`config.mk`:
```
export PLATFORM = sky130hd
export DESIGN_NAME = string_to_integer_parser_unit
export DESIGN_NICKNAME = d
export VERILOG_FILES = /design/src/rtl/stip_pkg.sv /design/src/rtl/stip_scan.sv /design/src/rtl/string_to_integer_parser_unit.sv
export SDC_FILE = /design/constraint.sdc
export NUM_CORES = 2
export LEC_CHECK = 0
export BUFFER_PORTS_ARGS = -buffer_cell sky130_fd_sc_hd__buf_4
export CORE_MARGIN = 5
export CORE_UTILIZATION = 64
export DETAILED_ROUTE_END_ITERATION = 7
export HOLD_SLACK_MARGIN = 0.08
export PLACE_DENSITY_LB_ADDON = 0.15
export SKIP_CTS_REPAIR_TIMING = 1
export SLEW_MARGIN = 40
export SYNTH_ARGS = -nofsm -noshare
export SYNTH_HDL_FRONTEND = slang
export SYNTH_SLANG_ARGS = --single-unit
```
`constraint.sdc`:
```
create_clock -name clk -period 12 [get_ports clk]
set_input_delay 3.6 -clock clk [delete_from_list [all_inputs] [get_ports clk]]
set_output_delay 3.6 -clock clk [all_outputs]
set_load 0.01 [all_outputs]
```
`src/rtl/stip_pkg.sv`:
```
// Shared types, codes and character constants of the string to integer parser.
`default_nettype none

package stip_pkg;

  // Default saturation limit of the character position counter
  localparam int unsigned DEFAULT_MAX_LENGTH = 65535;

  // Field widths
  localparam int unsigned CHAR_W   = 8;
  localparam int unsigned VALUE_W  = 64;
  localparam int unsigned STATUS_W = 2;
  localparam int unsigned OFFSET_W = 16;
  localparam int unsigned BASE_W   = 6;
  localparam int unsigned CFG_AW   = 1;
  localparam int unsigned CFG_DW   = 6;
  localparam int unsigned OUT_DW   = 88;

  // Configuration register indexes
  localparam logic [CFG_AW-1:0] REG_NUMBER_BASE = 1'b0;
  localparam logic [CFG_AW-1:0] REG_SIGNED_MODE = 1'b1;

  // Result status codes
  localparam logic [STATUS_W-1:0] STATUS_OK    = 2'd0;
  localparam logic [STATUS_W-1:0] STATUS_BAD   = 2'd1;
  localparam logic [STATUS_W-1:0] STATUS_RANGE = 2'd2;

  // Bases and limits
  localparam logic [BASE_W-1:0] BASE_RESET = 6'd10;
  localparam logic [BASE_W-1:0] BASE_AUTO  = 6'd0;
  localparam logic [BASE_W-1:0] BASE_ONE   = 6'd1;
  localparam logic [BASE_W-1:0] BASE_OCT   = 6'd8;
  localparam logic [BASE_W-1:0] BASE_DEC   = 6'd10;
  localparam logic [BASE_W-1:0] BASE_HEX   = 6'd16;
  localparam logic [BASE_W-1:0] BASE_MAX   = 6'd36;

  localparam logic [VALUE_W-1:0] SIGNED_MIN = 64'h8000_0000_0000_0000;
  localparam logic [VALUE_W-1:0] SIGNED_MAX = 64'h7fff_ffff_ffff_ffff;
  localparam logic [VALUE_W-1:0] ALL_ONES   = 64'hffff_ffff_ffff_ffff;

  // Character codes
  localparam logic [CHAR_W-1:0] CH_NUL   = 8'h00;
  localparam logic [CHAR_W-1:0] CH_TAB   = 8'h09;
  localparam logic [CHAR_W-1:0] CH_CR    = 8'h0d;
  localparam logic [CHAR_W-1:0] CH_SPACE = 8'h20;
  localparam logic [CHAR_W-1:0] CH_PLUS  = 8'h2b;
  localparam logic [CHAR_W-1:0] CH_MINUS = 8'h2d;
  localparam logic [CHAR_W-1:0] CH_0     = 8'h30;
  localparam logic [CHAR_W-1:0] CH_9     = 8'h39;
  localparam logic [CHAR_W-1:0] CH_UA    = 8'h41;
  localparam logic [CHAR_W-1:0] CH_UF    = 8'h46;
  localparam logic [CHAR_W-1:0] CH_UX    = 8'h58;
  localparam logic [CHAR_W-1:0] CH_UZ    = 8'h5a;
  localparam logic [CHAR_W-1:0] CH_LA    = 8'h61;
  localparam logic [CHAR_W-1:0] CH_LF    = 8'h66;
  localparam logic [CHAR_W-1:0] CH_LX    = 8'h78;
  localparam logic [CHAR_W-1:0] CH_LZ    = 8'h7a;
  localparam logic [CHAR_W-1:0] DIGIT_TEN  = 8'd10;
  localparam logic [CHAR_W-1:0] DIGIT_NONE = 8'hff;

  // Parse phase
  typedef enum logic [1:0] {
    PH_WS     = 2'd0,
    PH_START  = 2'd1,
    PH_DIGITS = 2'd2,
    PH_DONE   = 2'd3
  } phase_t;

  // Pending lookahead after a leading zero or a minus sign
  typedef enum logic [1:0] {
    LA_NONE   = 2'd0,
    LA_ZERO   = 2'd1,
    LA_ZERO_X = 2'd2,
    LA_MINUS  = 2'd3
  } look_t;

  // Parse state captured on the last character of a string
  typedef struct packed {
    logic [VALUE_W-1:0]  acc;
    logic                overflow;
    logic                neg_unsigned;
    logic                neg_signed;
    logic                digit_seen;
    logic                signed_mode;
    logic [OFFSET_W-1:0] stop_offset;
  } snap_t;

  // Value of one character as a digit; large for anything that is no digit
  function automatic logic [CHAR_W-1:0] digit_value(input logic [CHAR_W-1:0] c);
    logic [CHAR_W-1:0] d;
    if (c >= CH_LA) begin
      d = c - CH_LA + DIGIT_TEN;
    end else if (c >= CH_UA) begin
      d = c - CH_UA + DIGIT_TEN;
    end else if (c <= CH_9) begin
      d = c - CH_0;
    end else begin
      d = DIGIT_NONE;
    end
    return d;
  endfunction

endpackage

`default_nettype wire

```
`src/rtl/stip_scan.sv`:
```
// Per-character parse state: whitespace, sign, radix prefix and digit accumulation.
`default_nettype none

module stip_scan #(
  parameter int unsigned MAX_LENGTH = stip_pkg::DEFAULT_MAX_LENGTH
) (
  input  wire logic                         clk,
  input  wire logic                         rst_n,
  input  wire logic                         step_en,
  input  wire logic [stip_pkg::CHAR_W-1:0]  char_code,
  input  wire logic                         is_last,
  input  wire logic [stip_pkg::BASE_W-1:0]  number_base,
  input  wire logic                         signed_mode,
  output stip_pkg::snap_t                   snap
);

  localparam int unsigned POS_W = $clog2(MAX_LENGTH + 1);
  localparam logic [POS_W-1:0] POS_MAX = POS_W'(MAX_LENGTH);

  stip_pkg::phase_t                  phase_r, phase_nxt, phase_post;
  stip_pkg::look_t                   la_r, la_nxt, la_post;
  logic [stip_pkg::VALUE_W-1:0]      acc_r, acc_nxt, acc_post;
  logic                              ovf_r, ovf_nxt, ovf_post;
  logic                              negu_r, negu_nxt, negu_post;
  logic                              negs_r, negs_nxt, negs_post;
  logic                              digit_r, digit_nxt, digit_post;
  logic [stip_pkg::BASE_W-1:0]       abase_r, abase_nxt, abase_post;
  logic [POS_W-1:0]                  pos_r, pos_nxt;
  logic [POS_W-1:0]                  stop_r, stop_nxt, stop_post;

  logic [POS_W:0]                    pos_sum;
  logic [POS_W-1:0]                  pos_inc;
  logic [stip_pkg::CHAR_W-1:0]       dval;
  logic [stip_pkg::BASE_W-1:0]       try_base;
  logic                              do_try;
  logic                              do_body;
  logic [stip_pkg::VALUE_W+5:0]      mac;
  logic                              is_ws;
  logic                              is_alnum;
  logic                              is_hex;
  logic                              base_bad;
  logic                              base_pfx;

  // Saturating position of the next character
  assign pos_sum = {1'b0, pos_r} + (POS_W + 1)'(1);
  assign pos_inc = (pos_r >= POS_MAX) ? POS_MAX : pos_sum[POS_W-1:0];

  // Character classes
  assign dval     = stip_pkg::digit_value(char_code);
  assign is_ws    = (char_code == stip_pkg::CH_SPACE) ||
                    ((char_code >= stip_pkg::CH_TAB) && (char_code <= stip_pkg::CH_CR));
  assign is_alnum = ((char_code >= stip_pkg::CH_0) && (char_code <= stip_pkg::CH_9)) ||
                    ((char_code >= stip_pkg::CH_UA) && (char_code <= stip_pkg::CH_UZ)) ||
                    ((char_code >= stip_pkg::CH_LA) && (char_code <= stip_pkg::CH_LZ));
  assign is_hex   = ((char_code >= stip_pkg::CH_0) && (char_code <= stip_pkg::CH_9)) ||
                    ((char_code >= stip_pkg::CH_UA) && (char_code <= stip_pkg::CH_UF)) ||
                    ((char_code >= stip_pkg::CH_LA) && (char_code <= stip_pkg::CH_LF));
  assign base_bad = (number_base == stip_pkg::BASE_ONE) || (number_base > stip_pkg::BASE_MAX);
  assign base_pfx = ((number_base == stip_pkg::BASE_AUTO) ||
                     (number_base == stip_pkg::BASE_HEX)) && (char_code == stip_pkg::CH_0);

  // One multiply-add by the radix; any carry past 64 bits is an overflow
  assign mac = (stip_pkg::VALUE_W + 6)'(acc_r) * (stip_pkg::VALUE_W + 6)'(try_base) +
               (stip_pkg::VALUE_W + 6)'(dval[stip_pkg::BASE_W-1:0]);

  // Decode one character into the state after it
  always_comb begin
    phase_post = phase_r;
    la_post    = la_r;
    acc_post   = acc_r;
    ovf_post   = ovf_r;
    negu_post  = negu_r;
    negs_post  = negs_r;
    digit_post = digit_r;
    abase_post = abase_r;
    stop_post  = stop_r;
    do_try     = 1'b0;
    do_body    = 1'b0;
    try_base   = abase_r;

    if (phase_r != stip_pkg::PH_DONE) begin
      if (char_code == stip_pkg::CH_NUL) begin
        phase_post = stip_pkg::PH_DONE;
        la_post    = stip_pkg::LA_NONE;
      end else begin
        case (phase_r)
          stip_pkg::PH_WS: begin
            if (is_ws) begin
              phase_post = stip_pkg::PH_WS;
            end else if (char_code == stip_pkg::CH_MINUS) begin
              negu_post  = 1'b1;
              la_post    = stip_pkg::LA_MINUS;
              phase_post = stip_pkg::PH_START;
            end else if (char_code == stip_pkg::CH_PLUS) begin
              phase_post = stip_pkg::PH_START;
            end else begin
              do_body = 1'b1;
            end
          end
          stip_pkg::PH_START: begin
            // a minus counts for signed mode only before an alphanumeric
            if ((la_r == stip_pkg::LA_MINUS) && is_alnum) begin
              negs_post = 1'b1;
            end
            la_post = stip_pkg::LA_NONE;
            do_body = 1'b1;
          end
          stip_pkg::PH_DIGITS: begin
            if ((la_r == stip_pkg::LA_ZERO) &&
                ((char_code == stip_pkg::CH_LX) || (char_code == stip_pkg::CH_UX))) begin
              la_post = stip_pkg::LA_ZERO_X;
            end else if (la_r == stip_pkg::LA_ZERO_X) begin
              la_post = stip_pkg::LA_NONE;
              if (is_hex) begin
                try_base = stip_pkg::BASE_HEX;
                do_try   = 1'b1;
              end else begin
                phase_post = stip_pkg::PH_DONE;
              end
            end else begin
              la_post = stip_pkg::LA_NONE;
              do_try  = 1'b1;
            end
          end
          default: begin
            phase_post = phase_r;
          end
        endcase

        // First character of the number body: resolve the radix
        if (do_body) begin
          if (base_bad) begin
            phase_post = stip_pkg::PH_DONE;
          end else if (base_pfx) begin
            try_base = (number_base == stip_pkg::BASE_AUTO) ? stip_pkg::BASE_OCT
                                                            : stip_pkg::BASE_HEX;
            la_post  = stip_pkg::LA_ZERO;
            do_try   = 1'b1;
          end else begin
            try_base = (number_base == stip_pkg::BASE_AUTO) ? stip_pkg::BASE_DEC
                                                            : number_base;
            do_try   = 1'b1;
          end
        end

        // Take the digit or stop at it
        if (do_try) begin
          abase_post = try_base;
          if (dval >= stip_pkg::CHAR_W'(try_base)) begin
            phase_post = stip_pkg::PH_DONE;
          end else begin
            acc_post   = mac[stip_pkg::VALUE_W-1:0];
            ovf_post   = ovf_r | (|mac[stip_pkg::VALUE_W+5:stip_pkg::VALUE_W]);
            digit_post = 1'b1;
            stop_post  = pos_inc;
            phase_post = stip_pkg::PH_DIGITS;
          end
        end
      end
    end
  end

  // Hand the finished parse to the result stage
  always_comb begin
    snap.acc          = acc_post;
    snap.overflow     = ovf_post;
    snap.neg_unsigned = negu_post;
    snap.neg_signed   = negs_post;
    snap.digit_seen   = digit_post;
    snap.signed_mode  = signed_mode;
    snap.stop_offset  = stip_pkg::OFFSET_W'(stop_post);
  end

  // Advance on each transaction; start over after the last character
  always_comb begin
    phase_nxt = phase_r;
    la_nxt    = la_r;
    acc_nxt   = acc_r;
    ovf_nxt   = ovf_r;
    negu_nxt  = negu_r;
    negs_nxt  = negs_r;
    digit_nxt = digit_r;
    abase_nxt = abase_r;
    pos_nxt   = pos_r;
    stop_nxt  = stop_r;
    if (step_en) begin
      if (is_last) begin
        phase_nxt = stip_pkg::PH_WS;
        la_nxt    = stip_pkg::LA_NONE;
        acc_nxt   = '0;
        ovf_nxt   = 1'b0;
        negu_nxt  = 1'b0;
        negs_nxt  = 1'b0;
        digit_nxt = 1'b0;
        abase_nxt = '0;
        pos_nxt   = '0;
        stop_nxt  = '0;
      end else begin
        phase_nxt = phase_post;
        la_nxt    = la_post;
        acc_nxt   = acc_post;
        ovf_nxt   = ovf_post;
        negu_nxt  = negu_post;
        negs_nxt  = negs_post;
        digit_nxt = digit_post;
        abase_nxt = abase_post;
        pos_nxt   = pos_inc;
        stop_nxt  = stop_post;
      end
    end
  end

  // Parse state registers
  always_ff @(posedge clk) begin
    if (!rst_n) begin
      phase_r <= stip_pkg::PH_WS;
      la_r    <= stip_pkg::LA_NONE;
      acc_r   <= '0;
      ovf_r   <= 1'b0;
      negu_r  <= 1'b0;
      negs_r  <= 1'b0;
      digit_r <= 1'b0;
      abase_r <= '0;
      pos_r   <= '0;
      stop_r  <= '0;
    end else begin
      phase_r <= phase_nxt;
      la_r    <= la_nxt;
      acc_r   <= acc_nxt;
      ovf_r   <= ovf_nxt;
      negu_r  <= negu_nxt;
      negs_r  <= negs_nxt;
      digit_r <= digit_nxt;
      abase_r <= abase_nxt;
      pos_r   <= pos_nxt;
      stop_r  <= stop_nxt;
    end
  end

endmodule

`default_nettype wire

```
`src/rtl/string_to_integer_parser_unit.sv`:
```
// Top level of the string to integer parser: config registers, result stage, output register.
// Throughput: one character per cycle while in_tready is high; each accepted character updates the parse state.
// After the transaction that carries in_tlast, the capture stage takes the finished parse
//   and the output register then takes it saturated or negated.
// in_tready drops only while both the capture stage and the output register hold results.
// Reset (rst_n low, synchronous): parse state cleared, no result pending, number_base 10,
//   signed_mode 0.
`default_nettype none

module string_to_integer_parser_unit #(
  parameter int unsigned MAX_LENGTH = stip_pkg::DEFAULT_MAX_LENGTH
) (
  input  wire logic                         clk,
  input  wire logic                         rst_n,
  // input channel
  input  wire logic                         in_tvalid,
  output logic                              in_tready,
  input  wire logic [stip_pkg::CHAR_W-1:0]  in_tdata,   // [7:0] char_code
  input  wire logic                         in_tlast,   // is_last
  // result channel
  output logic                              out_tvalid,
  input  wire logic                         out_tready,
  output logic [stip_pkg::OUT_DW-1:0]       out_tdata,  // [63:0] value, [65:64] status,
                                                        // [81:66] end_offset, rest zero
  // configuration
  input  wire logic                         cfg_we,
  input  wire logic [stip_pkg::CFG_AW-1:0]  cfg_addr,
  input  wire logic [stip_pkg::CFG_DW-1:0]  cfg_wdata
);

  logic [stip_pkg::BASE_W-1:0]    base_r;
  logic                           smode_r;
  logic                           in_acc;
  stip_pkg::snap_t                snap;
  stip_pkg::snap_t                fin_r;
  logic                           fin_v_r, fin_v_nxt;
  logic                           out_v_r, out_v_nxt;
  logic                           out_load;
  logic [stip_pkg::VALUE_W-1:0]   mag;
  logic [stip_pkg::VALUE_W-1:0]   mag_neg;
  logic [stip_pkg::VALUE_W-1:0]   res_value;
  logic [stip_pkg::STATUS_W-1:0]  res_status;
  logic [stip_pkg::OFFSET_W-1:0]  res_offset;
  logic [stip_pkg::VALUE_W-1:0]   value_r;
  logic [stip_pkg::STATUS_W-1:0]  status_r;
  logic [stip_pkg::OFFSET_W-1:0]  offset_r;

  // Configuration registers
  always_ff @(posedge clk) begin
    if (!rst_n) begin
      base_r  <= stip_pkg::BASE_RESET;
      smode_r <= 1'b0;
    end else if (cfg_we) begin
      case (cfg_addr)
        stip_pkg::REG_NUMBER_BASE: base_r  <= cfg_wdata[stip_pkg::BASE_W-1:0];
        stip_pkg::REG_SIGNED_MODE: smode_r <= cfg_wdata[0];
        default: base_r <= base_r;
      endcase
    end
  end

  // Handshake: move the capture stage whenever the output register frees up
  assign out_load  = fin_v_r && (!out_v_r || out_tready);
  assign in_tready = !fin_v_r || out_load;
  assign in_acc    = in_tvalid && in_tready;

  stip_scan #(
    .MAX_LENGTH (MAX_LENGTH)
  ) u_scan (
    .clk         (clk),
    .rst_n       (rst_n),
    .step_en     (in_acc),
    .char_code   (in_tdata),
    .is_last     (in_tlast),
    .number_base (base_r),
    .signed_mode (smode_r),
    .snap        (snap)
  );

  // Capture stage for a finished parse
  always_comb begin
    fin_v_nxt = fin_v_r;
    if (out_load) begin
      fin_v_nxt = 1'b0;
    end
    if (in_acc && in_tlast) begin
      fin_v_nxt = 1'b1;
    end
  end

  always_ff @(posedge clk) begin
    if (!rst_n) begin
      fin_v_r <= 1'b0;
    end else begin
      fin_v_r <= fin_v_nxt;
    end
  end

  always_ff @(posedge clk) begin
    if (in_acc && in_tlast) begin
      fin_r <= snap;
    end
  end

  // Saturate, negate and classify the captured parse
  assign mag     = (fin_r.signed_mode && fin_r.overflow) ? stip_pkg::ALL_ONES : fin_r.acc;
  assign mag_neg = '0 - mag;

  always_comb begin
    res_value  = '0;
    res_status = stip_pkg::STATUS_OK;
    res_offset = fin_r.stop_offset;
    if (!fin_r.digit_seen) begin
      res_status = stip_pkg::STATUS_BAD;
      res_offset = '0;
    end else if (fin_r.signed_mode) begin
      if (mag[stip_pkg::VALUE_W-1]) begin
        if ((mag == stip_pkg::SIGNED_MIN) && fin_r.neg_signed) begin
          res_value = mag;
        end else begin
          res_value  = fin_r.neg_signed ? stip_pkg::SIGNED_MIN : stip_pkg::SIGNED_MAX;
          res_status = stip_pkg::STATUS_RANGE;
        end
      end else begin
        res_value = fin_r.neg_signed ? mag_neg : mag;
      end
    end else if (fin_r.overflow) begin
      res_value  = stip_pkg::ALL_ONES;
      res_status = stip_pkg::STATUS_RANGE;
    end else begin
      res_value = fin_r.neg_unsigned ? mag_neg : mag;
    end
  end

  // Output register
  always_comb begin
    out_v_nxt = out_v_r;
    if (out_tready) begin
      out_v_nxt = 1'b0;
    end
    if (out_load) begin
      out_v_nxt = 1'b1;
    end
  end

  always_ff @(posedge clk) begin
    if (!rst_n) begin
      out_v_r <= 1'b0;
    end else begin
      out_v_r <= out_v_nxt;
    end
  end

  always_ff @(posedge clk) begin
    if (out_load) begin
      value_r  <= res_value;
      status_r <= res_status;
      offset_r <= res_offset;
    end
  end

  assign out_tvalid = out_v_r;
  assign out_tdata  = {{(stip_pkg::OUT_DW - stip_pkg::VALUE_W - stip_pkg::STATUS_W -
                         stip_pkg::OFFSET_W){1'b0}}, offset_r, status_r, value_r};

  // A last transaction always leaves a captured parse behind
  a_last_captured: assert property (@(posedge clk) disable iff (!rst_n)
    in_acc && in_tlast |=> fin_v_r)
    else $error("last transaction not captured");

  // A captured parse is never dropped while the output is blocked
  a_fin_held: assert property (@(posedge clk) disable iff (!rst_n)
    fin_v_r && !out_load |=> fin_v_r)
    else $error("captured parse lost");

  // Input stalls only when both result stages are full and blocked
  a_stall_cause: assert property (@(posedge clk) disable iff (!rst_n)
    !in_tready |-> fin_v_r && out_v_r && !out_tready)
    else $error("input stalled without cause");

  // A failed conversion reports zero value and zero offset
  a_bad_zero: assert property (@(posedge clk) disable iff (!rst_n)
    out_v_r && (status_r == stip_pkg::STATUS_BAD) |-> (value_r == '0) && (offset_r == '0))
    else $error("failed conversion with nonzero fields");

  // The status code never takes the unused encoding
  a_status_code: assert property (@(posedge clk) disable iff (!rst_n)
    out_v_r |-> (status_r == stip_pkg::STATUS_OK) || (status_r == stip_pkg::STATUS_BAD) ||
                (status_r == stip_pkg::STATUS_RANGE))
    else $error("bad status code");

endmodule

`default_nettype wire
```
Word level (Yosys, flattened, before mapping)
Cells that the tools add are included.

Register bits: 286. Bits of input ports: 21. Output and inout port bits: 90.

$add $sub $neg: 8. $mul: 1. Order comparisons: 13. Eq/ne operators: 16. Muxes and demuxes: 107. Bitwise logic cells: 2. Reduce and logical (&&, ||, !) cells: 38.

Operators by type and width (count): $mux W64 (13); $mux W16 (7); $mux W6 (16); $add A70 B6 Y70 (1); $mul A64 B6 Y70 (1); $eq A64 B64 Y1 const B (1); $sub A1 B64 Y64 const A (1); $mux W2 (25); $mux W1 (39); $eq A8 B6 Y1 const B (4); $le A8 B7 Y1 const B (4); $mux W8 (3); $add A16 B1 Y16 const B (1); $add A8 B4 Y8 const B (2); $eq A8 B7 Y1 const B (2); $ge A16 B16 Y1 const B (1); $ge A8 B7 Y1 const B (2); $sub A8 B7 Y8 const B (2); $logic_and A1 B1 Y1 (14); $logic_or A1 B1 Y1 (10); $ge A8 B4 Y1 const B (1); $ge A8 B6 Y1 (1); $ge A8 B6 Y1 const B (1); $le A8 B4 Y1 const B (1); 22 further kinds (32).

Longest topological paths before layout
Depth after elaboration: 23. Gate-level depth with buffers: 33. Depth with buffers taken out: 32.

Hierarchy
From an unflattened synthesis, not the netlist that was laid out.

Cell total of the unflattened synthesis: 3175. Area total of the unflattened synthesis: 29826.1 sq um.

By module, submodules not included: stip_scan (times used 1, cells each 2233, area each 20056.7 sq um, sequential area each 2202.1 sq um); string_to_integer_parser_unit (times used 1, cells each 942, area each 9769.4 sq um, sequential area each 5195.0 sq um).

Worst setup path after synthesis
OpenSTA, ideal clock, no wires.

Kind: input -> register. Start: input port in_tdata[4] in the netlist's numbering. End: register fin_r[83] in the netlist's numbering (data pin). Library setup time: 0.260 ns. Data arrival time: 11.056 ns. Required time: 11.740 ns. Slack: 0.684 ns. Stages on the path: 30. Path buffers: 2. Cell sequence: inv_1 -> ha_1 -> a21o_1 -> a22o_1 -> nand4_1 -> a21oi_1 -> a2111oi_0 -> clkbuf_1 -> o21ai_0 -> mux2i_1 -> clkbuf_1 -> nor2b_1 -> fa_1 -> inv_1 -> fa_1 -> inv_1 -> fa_1 -> inv_1 -> fa_1 -> inv_1 -> ha_1 -> a21oi_1 -> a21oi_1 -> o2111ai_1 -> nand4b_1 -> a31oi_1 -> nor3_1 -> or3b_2 -> xor2_1 -> mux2_2.

RTL lines: start, declared (RTL line string_to_integer_parser_unit.sv:18) `input wire logic [stip_pkg::CHAR_W-1:0] in_tdata,`; end signal, assigned (RTL line string_to_integer_parser_unit.sv:101) `fin_r <= snap;`; end, declared (RTL line string_to_integer_parser_unit.sv:35) `stip_pkg::snap_t fin_r;`.

==> metrics.csv <==
metric,value,unit
status,completed,
ratio of cells with drive above 1 in the final layout,0.0983,
Via Count,24500,
TritonCTS Buffers,31,
Initial Utilization,0.644,
cell taking the most area after synthesis,fa_1,
nets,3554,
Core Box Area,0.0439,mm^2
cell occurring most often along the worst timing path,buf_4,
Mapped Avg Cell Area,9.11,um^2
count of mapped cells out of synthesis,3105,
setup repair after global routing missed its margin,no,
final setup skew,14.0,ps
count of endpoints failing hold in the final timing report,0,
Setup Total Neg Slack,0,ps
max_cap viols,0,
number of fill cells in the layout,3472,
CP Launch Point,in_tdata[5],
startpoint of the worst-slack reg-to-reg timing path,base_r[5]$_SDFFE_PN0P_,
crit start category,input pin,
master of the slowest instance on the critical path,fa_1,
synthesized cell area,0.0283,mm^2
Max VDD drop,0.100,mV
aggregate global-route resource usage,0.344,
class of the worst hold path,flop to flop,
r2r worst-path depth,26,
highest clock rate,89.7,MHz
r2r setup slk,4320,ps
Area Growth Syn to Fin,8.82,%
period utilization,0.929,
first-pass detailed-route iteration total,6,
post-DP HPWL,62.0,mm
TritonCTS clock tree,built,
start-to-end type of the worst setup path,input pin to flop,
Total Power Consumption,2310,uW
worst max-slew margin expressed relative to the limit,0.416,
required arrival time at the worst endpoint,12350,ps
maximum number of pins on one net before global-route repair,77,
width of the chip,220,um
largest fanout on the critical path,63,
Final Instance Count excl. Fillers,3735,
total power density per cell area,75.1,mW/mm^2
Max Root-Sink Buffers,3,
die boundary height,220,um
placed insts,3676,
H-tree depth reported by CTS,1,
Worst path max stage delay,590,ps
final-report setup violation count,0,
number of pins exceeding their max-slew limit in the final report,0,
number of distinct library cell variants in the gate-level netlist after synthesis,82,
leftover overflow at the end of global routing,0,
critical path data arrival time,11490,ps
part of the Yosys area used for sequential elements,0.261,
count of antenna-violating nets left after detailed routing,0,
Avg WL per Cell,22.4,um
vias in the first global route,23900,
drt initial violations,2944,
DRC violation count after routing,0,
async set-reset flop share out of synthesis,0,
wire length of the first global-routing pass,133,mm
average via count per standard cell,6.55,
initial antenna violation count,2,
buffers added on ports,104,
leading register cell type out of synthesis,edfxtp_1,
endpoint of the most critical setup path,fin_r[84]$_DFFE_PP_,
#FFs+latches synth,286,
Post-synth EDFFs,167,
top-area cell type share of the netlist area,0.178,
slew of the pin with the lowest slew margin,876,ps
cell leakage power,0.0131,uW
number of cell rows,77,
insertion delay of the later-clocked pin in the worst-skew pair,600,ps
final weighted congestion in routability-driven placement,1.00,
overall routed net length,83.7,mm
top area cells in the synthesized netlist,"fa_1 18%, edfxtp_1 18%, dfxtp_1 8.4%",
crit end category,flop,
clock transition at the registers of the reported paths,60,ps
Sinks on Clock Net,286,
minimum clock period,11140,ps
Ys Warns,0,
root buffer selected by CTS,clkbuf_16,
I/O pin count,111,
floorplan die area,0.0485,mm^2
worst reg2reg endpoint,fin_r[84]$_DFFE_PP_,
==> area by class of cell <==
| cell class | instances | area, um^2 | area share |
|---|---|---|---|
| clock buffers | 38 | 812 | 0.0264 |
| diodes | 1 | 2.50 | 0.0000813 |
| flip-flops and latches | 286 | 7400 | 0.240 |
| inverters | 97 | 368 | 0.0119 |
| multi-input cells | 2525 | 19900 | 0.646 |
| well taps | 592 | 741 | 0.0241 |
| clock inverters | 20 | 169 | 0.00549 |
| repair buffers | 176 | 1420 | 0.0460 |
==> Yosys cell counts, types with 8 or more instances <==
| library cell | number |
|---|---|
| nand3_1 | 42 |
| o21bai_1 | 18 |
| or4_1 | 13 |
| a21o_1 | 41 |
| a21oi_1 | 222 |
| a211o_1 | 14 |
| o21ai_0 | 175 |
| nand2_1 | 223 |
| a211oi_1 | 17 |
| xor2_1 | 68 |
| and3_1 | 16 |
| clkbuf_1 | 180 |
| a22o_1 | 11 |
| a21boi_0 | 8 |
| a22oi_1 | 67 |
| o22ai_1 | 30 |
| o21a_1 | 24 |
| edfxtp_1 | 167 |
| ha_1 | 164 |
| inv_1 | 94 |
| or2_2 | 9 |
| dfxtp_1 | 119 |
| xnor2_1 | 58 |
| nor3_1 | 49 |
| a221oi_1 | 38 |
| or3_1 | 33 |
| nor2b_1 | 326 |
| nor4_1 | 11 |
| mux2i_1 | 14 |
| fa_1 | 252 |
| nand2b_1 | 36 |
| a31oi_1 | 21 |
| mux2_2 | 44 |
| nand4_1 | 43 |
| o211ai_1 | 10 |
| nor2_1 | 238 |
| and2_1 | 88 |
| o31ai_1 | 11 |
| buf_1 | 12 |
==> power by group <==
group / internal, uW / switching (uW)
clock network: 509 / 423
registers: 1060 / 19.6
logic: 93.7 / 208
==> stage by stage <==
step	hold slack [ps]	instance area (um^2)	worst slack, ps	utilization
floorplan	408	28300	684	-
global placement	439	29700	433	0.677
detailed placement	445	29800	422	0.678
CTS	452	30800	981	0.701
global route	496	30800	481	0.701
finish	452	30800	856	0.701
==> cells in the final DEF (no fill, tap or decap), drive strengths merged, types with 15 or more instances in the layout <==
master    n
nor2b   326
o21a     24
or3      34
a211oi   17
nand4    43
a22oi    67
and3     16
o21ai   179
a221oi   38
nor3     50
a21oi   222
o21bai   18
edfxtp  167
o22ai    30
or4      15
inv      98
dfxtp   119
nor2    238
xor2     68
a21o     41
xnor2    58
a31oi    21
nand2b   36
nand3    42
clkbuf   38
fa      252
and2     88
mux2     44
buf     176
ha      164
nand2   223
==> sequential cells by signal (all words and copies together), names as in the netlist, 6 cells and up <==
signal	flops
base_r	6
fin_r	85
offset_r	16
u_scan.abase_r	6
u_scan.acc_r	64
u_scan.pos_r	16
u_scan.stop_r	16
value_r	64
==> worst max-delay path, delay by kind of cell <==
kind | cells | cell delay (ps)
xor gates and xnor gates | 1 | 220
and+or+nand+nor | 6 | 1090
adders and majority gates | 6 | 2660
muxes | 1 | 360
AOI/OAI and AO/OA | 9 | 2030
buffers and inverters | 8 | 1460
==> cells by family after synthesis <==
kind of cell | count (synthesis) | share of synthesized area
compound gates | 755 | 0.168
xor+xnor | 126 | 0.0390
fa+ha+maj | 416 | 0.251
buf+inv | 299 | 0.0411
flops | 286 | 0.261
mux | 58 | 0.0225
other cells | 1 | 0.000133
simple gates | 1164 | 0.217
==> metal layers <==
metal,vias up,part of all wire,track usage
li1,10900,-,-
met1,11900,0.42,0.501
met2,1392,0.45,0.530
met3,187,0.11,0.0627
met4,2,0.028,0.100
met5,-,0.00016,0
==> how the worst min path moves through the flow <==
| stage | startpoint | to | slack [ps] | cells after the start |
|---|---|---|---|---|
| after floorplan | smode_r$_SDFFE_PN0P_ | fin_r[16]$_DFFE_PP_ | 410 | 0 |
| after global placement | u_scan.negu_r$_SDFFE_PN0P_ | u_scan.negu_r$_SDFFE_PN0P_ | 440 | 1 |
| after detailed placement | u_scan.stop_r[4]$_SDFFE_PN0P_ | u_scan.stop_r[4]$_SDFFE_PN0P_ | 450 | 2 |
| after CTS | u_scan.stop_r[4]$_SDFFE_PN0P_ | u_scan.stop_r[4]$_SDFFE_PN0P_ | 450 | 2 |
| after global routing | u_scan.stop_r[2]$_SDFFE_PN0P_ | u_scan.stop_r[2]$_SDFFE_PN0P_ | 500 | 2 |
| final | u_scan.stop_r[4]$_SDFFE_PN0P_ | u_scan.stop_r[4]$_SDFFE_PN0P_ | 450 | 2 |
Note: power is estimated with default switching activity, not from simulation.
